--- src/hw/rtl/binned_sum_and_hit_accumulator_assert.svh ---
// ----------------------------------------------------------------------------
// Binned sum and hit accumulator - assertion macros
// Shared property wrappers, clocked on clk and disabled while rst_n is low.
// ----------------------------------------------------------------------------
`ifndef BINNED_SUM_AND_HIT_ACCUMULATOR_ASSERT_SVH
`define BINNED_SUM_AND_HIT_ACCUMULATOR_ASSERT_SVH

// consequent must hold in the same cycle as the antecedent
`define BSHA_ASSERT_SAME(lbl, ante, cons, msg) \
  lbl: assert property (@(posedge clk) disable iff (!rst_n) (ante) |-> (cons)) \
    else $error(msg);

// consequent must hold in the cycle after the antecedent
`define BSHA_ASSERT_NEXT(lbl, ante, cons, msg) \
  lbl: assert property (@(posedge clk) disable iff (!rst_n) (ante) |=> (cons)) \
    else $error(msg);

`endif

--- src/hw/rtl/bsha_pkg.sv ---
// ----------------------------------------------------------------------------
// bsha_pkg
// Types, widths and codes shared by the binned sum and hit accumulator.
// ----------------------------------------------------------------------------
package bsha_pkg;

  // default sizing
  localparam int NUM_SIDEBANDS_DEF = 4;
  localparam int MAX_CHANNELS_DEF  = 64;
  localparam int MAX_BINS_DEF      = 1024;
  localparam int STORE_DEPTH_DEF   = 16384;

  // field widths
  localparam int SB_W    = 2;
  localparam int CH_W    = 6;
  localparam int PX_W    = 10;
  localparam int VAL_W   = 24;
  localparam int SUM_W   = 48;
  localparam int CNT_W   = 24;
  localparam int CHU_W   = 7;   // channels_in_use register
  localparam int BNU_W   = 11;  // bins_in_use register
  localparam int ROW_W   = 9;   // sideband*channels+channel, max 255
  localparam int FLAT_W  = 20;  // full flat address, max 262143
  localparam int ENTRY_W = SUM_W + CNT_W;

  // configuration port
  localparam int CFG_IDX_W = 4;
  localparam int CFG_DAT_W = 11;
  localparam logic [CFG_IDX_W-1:0] CFG_CHANNELS = 4'd0;
  localparam logic [CFG_IDX_W-1:0] CFG_BINS     = 4'd1;

  // function codes
  localparam logic FUNC_ACCUM = 1'b0;
  localparam logic FUNC_READ  = 1'b1;

  typedef enum logic [2:0] {
    ST_CLEAR,
    ST_IDLE,
    ST_ROW,
    ST_FLAT,
    ST_READ,
    ST_UPDATE
  } bsha_state_t;

  // controller to datapath
  typedef struct packed {
    logic in_ready;
    logic load_in;
    logic calc_row;
    logic calc_flat;
    logic mem_rd;
    logic mem_upd;
    logic load_out;
    logic clr_wr;
  } bsha_cmd_t;

  // datapath to controller
  typedef struct packed {
    logic clr_last;
    logic func_rd;
    logic out_busy;
  } bsha_status_t;

endpackage

--- src/hw/rtl/bsha_ctrl.sv ---
// ----------------------------------------------------------------------------
// bsha_ctrl
// Sequencer: clearing pass, then accept, address, read, update per item.
// ----------------------------------------------------------------------------
`include "binned_sum_and_hit_accumulator_assert.svh"

module bsha_ctrl (
  input  logic                  clk,
  input  logic                  rst_n,
  input  logic                  in_valid,
  input  bsha_pkg::bsha_status_t st,
  output bsha_pkg::bsha_cmd_t    cmd
);
  import bsha_pkg::*;

  bsha_state_t state_r, state_nxt;

  // state register
  always_ff @(posedge clk) begin
    if (!rst_n) begin
      state_r <= ST_CLEAR;
    end else begin
      state_r <= state_nxt;
    end
  end

  // next state
  always_comb begin
    state_nxt = state_r;
    case (state_r)
      ST_CLEAR: begin
        if (st.clr_last) state_nxt = ST_IDLE;
      end
      ST_IDLE: begin
        if (in_valid) state_nxt = ST_ROW;
      end
      ST_ROW:  state_nxt = ST_FLAT;
      ST_FLAT: state_nxt = ST_READ;
      ST_READ: state_nxt = ST_UPDATE;
      ST_UPDATE: begin
        // a read waits here until the output register is free
        if (!(st.func_rd && st.out_busy)) state_nxt = ST_IDLE;
      end
      default: state_nxt = ST_CLEAR;
    endcase
  end

  // outputs
  always_comb begin
    cmd = '0;
    case (state_r)
      ST_CLEAR: cmd.clr_wr = 1'b1;
      ST_IDLE: begin
        cmd.in_ready = 1'b1;
        cmd.load_in  = in_valid;
      end
      ST_ROW:  cmd.calc_row  = 1'b1;
      ST_FLAT: cmd.calc_flat = 1'b1;
      ST_READ: cmd.mem_rd    = 1'b1;
      ST_UPDATE: begin
        cmd.mem_upd  = !st.func_rd;
        cmd.load_out = st.func_rd && !st.out_busy;
      end
      default: cmd = '0;
    endcase
  end

  `BSHA_ASSERT_NEXT(a_accept_to_row, cmd.load_in, state_r == ST_ROW,
                    "accepted beat did not start address calculation")
  `BSHA_ASSERT_NEXT(a_read_holds, state_r == ST_UPDATE && st.func_rd && st.out_busy,
                    state_r == ST_UPDATE, "read result dropped while output busy")
  `BSHA_ASSERT_NEXT(a_clear_done, state_r == ST_CLEAR && st.clr_last,
                    state_r == ST_IDLE, "clearing pass did not end")

endmodule

--- config.mk ---
export PLATFORM = sky130hd
export DESIGN_NAME = bsha_ctrl
export DESIGN_NICKNAME = d
export VERILOG_FILES = /design/src/hw/rtl/bsha_pkg.sv /design/src/hw/rtl/bsha_ctrl.sv
export VERILOG_INCLUDE_DIRS = /design/src /design/src/hw/rtl
export SDC_FILE = /design/constraint.sdc
export NUM_CORES = 1
export LEC_CHECK = 0
export ABC_AREA = 1
export BUFFER_PORTS_ARGS = -buffer_cell sky130_fd_sc_hd__buf_2
export CAP_MARGIN = 30
export CORE_AREA = 2 2 39 41
export CTS_BUF_LIST = sky130_fd_sc_hd__clkbuf_2 sky130_fd_sc_hd__clkbuf_4 sky130_fd_sc_hd__clkbuf_8
export DETAILED_ROUTE_END_ITERATION = 10
export DIE_AREA = 0 0 41 43
export MAX_ROUTING_LAYER = met4
export PLACE_DENSITY = 0.37
export SLEW_MARGIN = 15
export SYNTH_ARGS = -nofsm -noshare
export SYNTH_HDL_FRONTEND = slang
export SYNTH_SLANG_ARGS = --single-unit
--- constraint.sdc ---
create_clock -name clk -period 1 [get_ports clk]
set_input_delay 0.1 -clock clk [delete_from_list [all_inputs] [get_ports clk]]
set_output_delay 0.1 -clock clk [all_outputs]
set_load 0.05 [all_outputs]
# Word level (Yosys, flattened, before mapping)

Index checks and enable logic that the tools add are counted.

Equal/unequal tests: 8
Multiplexer cells: 10
Reduce and logical (&&, ||, !) cells: 6

Operators by type and width:

| operator                                       | number |
|---|---|
| case mux 3 bit (6 select lines)                | 1 |
| 2-to-1 mux 3 bit                               | 3 |
| == test 3 x 2 -> 1 bit (second input constant) | 2 |
| == test 3 bit (second input constant)          | 2 |
| inequality test 2 bit (second input constant)  | 3 |
| 2-to-1 mux 1 bit                               | 4 |
| 2-to-1 mux 2 bit                               | 2 |
| == test 3 x 1 -> 1 bit (second input constant) | 1 |
| zero test 3 bit                                | 1 |
| AND reduction 3 bit                            | 1 |
| logical AND 1 bit                              | 2 |
| zero test 1 bit                                | 2 |

Register bits: 3
Input bits: 6
Output and inout port bits: 8
Logic and storage cells: 25

# Depth between registers and ports, before layout

Word-level depth: 3
Depth in mapped cells: 6
Mapped depth without buffers: 6

# Least setup slack after synthesis

Ideal clock, no wire load.

Path kind: reg2out
From: register state_r[0]
To: output cmd[1] in the netlist's numbering
Data arrival time: 1.753 ns
Data required time: 0.900 ns
Path slack: -0.853 ns
Cell stages (with the launch flop): 5
Path buffers: 0
Cells stage by stage: dfxtp_1 -> inv_1 -> nor2_1 -> nand2_1 -> nor3b_1

RTL lines:

| element                | line            | source |
|---|---|---|
| start, declared        | bsha_ctrl.sv:16 | `bsha_state_t state_r, state_nxt;` |
| start signal, assigned | bsha_ctrl.sv:23 | `state_r <= state_nxt;` |
| end, declared          | bsha_ctrl.sv:12 | `output bsha_pkg::bsha_cmd_t cmd` |

==> metrics.md <==
| Metric | Value |
|---|---|
| DR WL/cell | 7.921 um |
| Max Fclk | 0.8088 GHz |
| ANT cells | 0 |
| Max VDD drop | 618.6 uV |
| Fin nets | 67 |
| Row count | 14 |
| Initial antenna violation count | 0 |
| Number of DRC markers in iteration 0 | 1 |
| Clock Path Buffers | 2 |
| Pins Over Slew Limit | 0 |
| Final hold violation count | 0 |
| Initial Utilization | about 16% |
| Cell count after synthesis | 36 |
| CTS clk-pin slew, worst paths | around 0.040 ns |
| Seq/Total Area, Yosys | 27.43% |
| Final setup violation count | 10 |
| Max-Cap Viols | 0 |
| Status | finished, violations left |
| Yosys top cell by area | dfxtp_1 |
| Core Region | 1384 sq um |
| Final core utilization | 38.88% |
| Synth top area cells | dfxtp_1 (27%), nor2_1 (19%), nor3_2 (9.1%) |
| Gr usage total | 8.951% |
| Unrepaired setup endpoints after global routing | true |
| GPL Wtd Cong | around 0.73 |
| Final Instance Area | between 500 and 600 sq um |
| Dpl cell area | 446.7 sq um |
| FF+latch count, synth | 3 |
| Hold buffers post-CTS | 0 |
| Clk sinks | 3 |
| First-pass GRT wire length | 1007 um |
| CTS tree | done |
| DIE HEIGHT | 43 um |
| Tot Pwr | 738.3 uW |
| Leakage | between 0.0002 and 0.00025 uW |
| Die area | between 1500 and 2000 sq um |
| DRT Wirelength | about 600 um |
| Crit Path Class | reg -> out |
| Worst Path Max Fanout | 5 |
| Post-Route Setup TNS | -1.604 ns |
| Mapped cell area | about 220 sq um |
| DRC violations left | 0 |
| Worst Tran Pin Value | 0.1764 ns |
| Final setup margin | -0.2364 ns |
| Failing checks | setup timing |
| Worst EP required | 0.90 ns |
| Crit end category | output port |
| Yosys top cell area share | a little over a quarter |
| Chip width | 41 um |
| Clk_lat worst skew | about 0.23 ns |
| Max FFs per register | 3 |
| Minimum clock period | 1.236 ns |
| Num ports | 14 |
| Arr. time, crit path | 1.14 ns |
| Slew HR | 88.20% |
| CTS Buf Count | 3 |
| Final ANT Viol Nets | 0 |
| Root Buffer | clkbuf_4 |
| Grt total ovfl | 0 |
| Synth-to-Final Area Change | 145.7% |
| Power Dens Cells | 1372 nW/um^2 |
| Worst Clk Skew | 0.0009093 ns |
| Layout cell share with drive strength beyond 1 | 73.33% |
| Via/cell ratio | between 3 and 4 |
| Crit share post-route | 123.6% |
| Drt first pass iters | 3 |
| YS warnings | 0 |
| Top Registers | state_r (3) |
| Most flop-heavy register | state_r |
| Vias after detailed routing | 294 |
| Vias in the first global route | between 200 and 300 |
| # port buffers | 13 |
| Syn_area_per_cell | 6.082 sq um |
| Startpoint Class | flip-flop |
| H-tree depth | 1 |
| Worst hold path class | in -> reg |
| Post-DP HPWL | 533.4 um |
| Reg2reg setup slack | -0.07 ns |
| Syn nets | between 40 and 50 |
| Distinct cell type count after synthesis | 13 |
| Largest net degree at the start of global routing | 6 |
## path summary, 6_finish.rpt
kind | from | cells after the start | end
setup / recovery | state_r[1] | 4 | cmd[1]
hold / removal | rst_n | 3 | state_r[0]
setup reg to reg | state_r[1] | 6 | state_r[0]
hold reg to reg | state_r[2] | 2 | state_r[2]
## worst max-delay path: stages (launching register included)
cell and delay, ns:
dfxtp_4 0.36, nor2_4 0.11, nand2_2 0.08, nor3b_4 0.18, buf_6 0.18
## area by class of cell
type | count | area [sq um]
Fill cell | 155 | 845.8
Multi-Input combinational cell | 26 | 209.0
Timing Repair Buffer | 20 | 176.4
Sequential cell | 3 | 71.32
Inverter | 7 | 31.28
Clock buffer | 4 | 30.03
Tap cell | 16 | 20.02
## stage by stage
stage          std cells  hold slack [ns]  setup slack [ns]
6_report              76           0.1006           -0.2364
4_1_cts               76          0.08780           -0.2522
5_1_grt               76           0.1041           -0.2921
3_5_place_dp          71           0.3378           -0.1339
2_1_floorplan         36           0.2186           -0.2185
3_3_place_gp          71           0.3389           -0.1250
## placed cells by master, fill, tap and decap left out
| master | count |
|---|---|
| nor3_4 | 2 |
| nand2_1 | 2 |
| nor2_1 | 6 |
| nor3_2 | 1 |
| nand2_4 | 1 |
| inv_4 | 2 |
| a21oi_1 | 2 |
| nand3_1 | 2 |
| buf_2 | 5 |
| nor2_4 | 5 |
| dfxtp_4 | 3 |
| clkbuf_4 | 4 |
| inv_2 | 2 |
| nor2_2 | 1 |
| nand3b_1 | 1 |
| inv_1 | 3 |
| nor3b_4 | 1 |
| buf_6 | 7 |
| nand3_2 | 1 |
| buf_12 | 1 |
| buf_4 | 7 |
| nand2_2 | 1 |
## timing repair
action	in CTS	in global routing
setup buffers	1	0
endpoints found under the setup margin	10	11
pin swaps	3	0
gates cloned	0	0
resized for setup	18	0
## layer usage
| metal | GRT usage, % | wire, um | vias to the layer above |
|---|---|---|---|
| met2 | 10.94 | 294 | 6 |
| li1 | - | - | 163 |
| met1 | 11.90 | 279 | 125 |
| met4 | 8.000 | 0 | 0 |
| met3 | 1.571 | 29 | 0 |
| met5 | - | 0 | - |
## report_power, final
part / internal, uW / leakage, uW / total (uW) / switching (uW)
logic: 141 / 0.000202 / 352 / 211
registers: 132 / 0.0000267 / 149 / 17.2
clock network: 176 / 0.0000184 / 237 / 60.4
total: 449 / 0.000247 / 738 / 289
## cell families (layout without fill, tap and decap cells)
logic type / Yosys count / after routing / synth area share (%)
and+or+nand+nor: 24 / 24 / 56.00
DFF: 3 / 3 / 27.43
AOI/OAI and AO/OA: 2 / 2 / 4.572
buffers and inverters: 7 / 31 / 12.00
## cell usage after synthesis
| library cell | count |
|---|---|
| nor2_1 | 11 |
| inv_1 | 5 |
| nand2_1 | 4 |
| dfxtp_1 | 3 |
| a21oi_1 | 2 |
| inv_2 | 2 |
| nand3_1 | 2 |
| nor3_2 | 2 |
| nand3_2 | 1 |
| nand3b_1 | 1 |
| nor2_2 | 1 |
| nor3_1 | 1 |
| nor3b_1 | 1 |
Power figures use the tool's default switching activity.
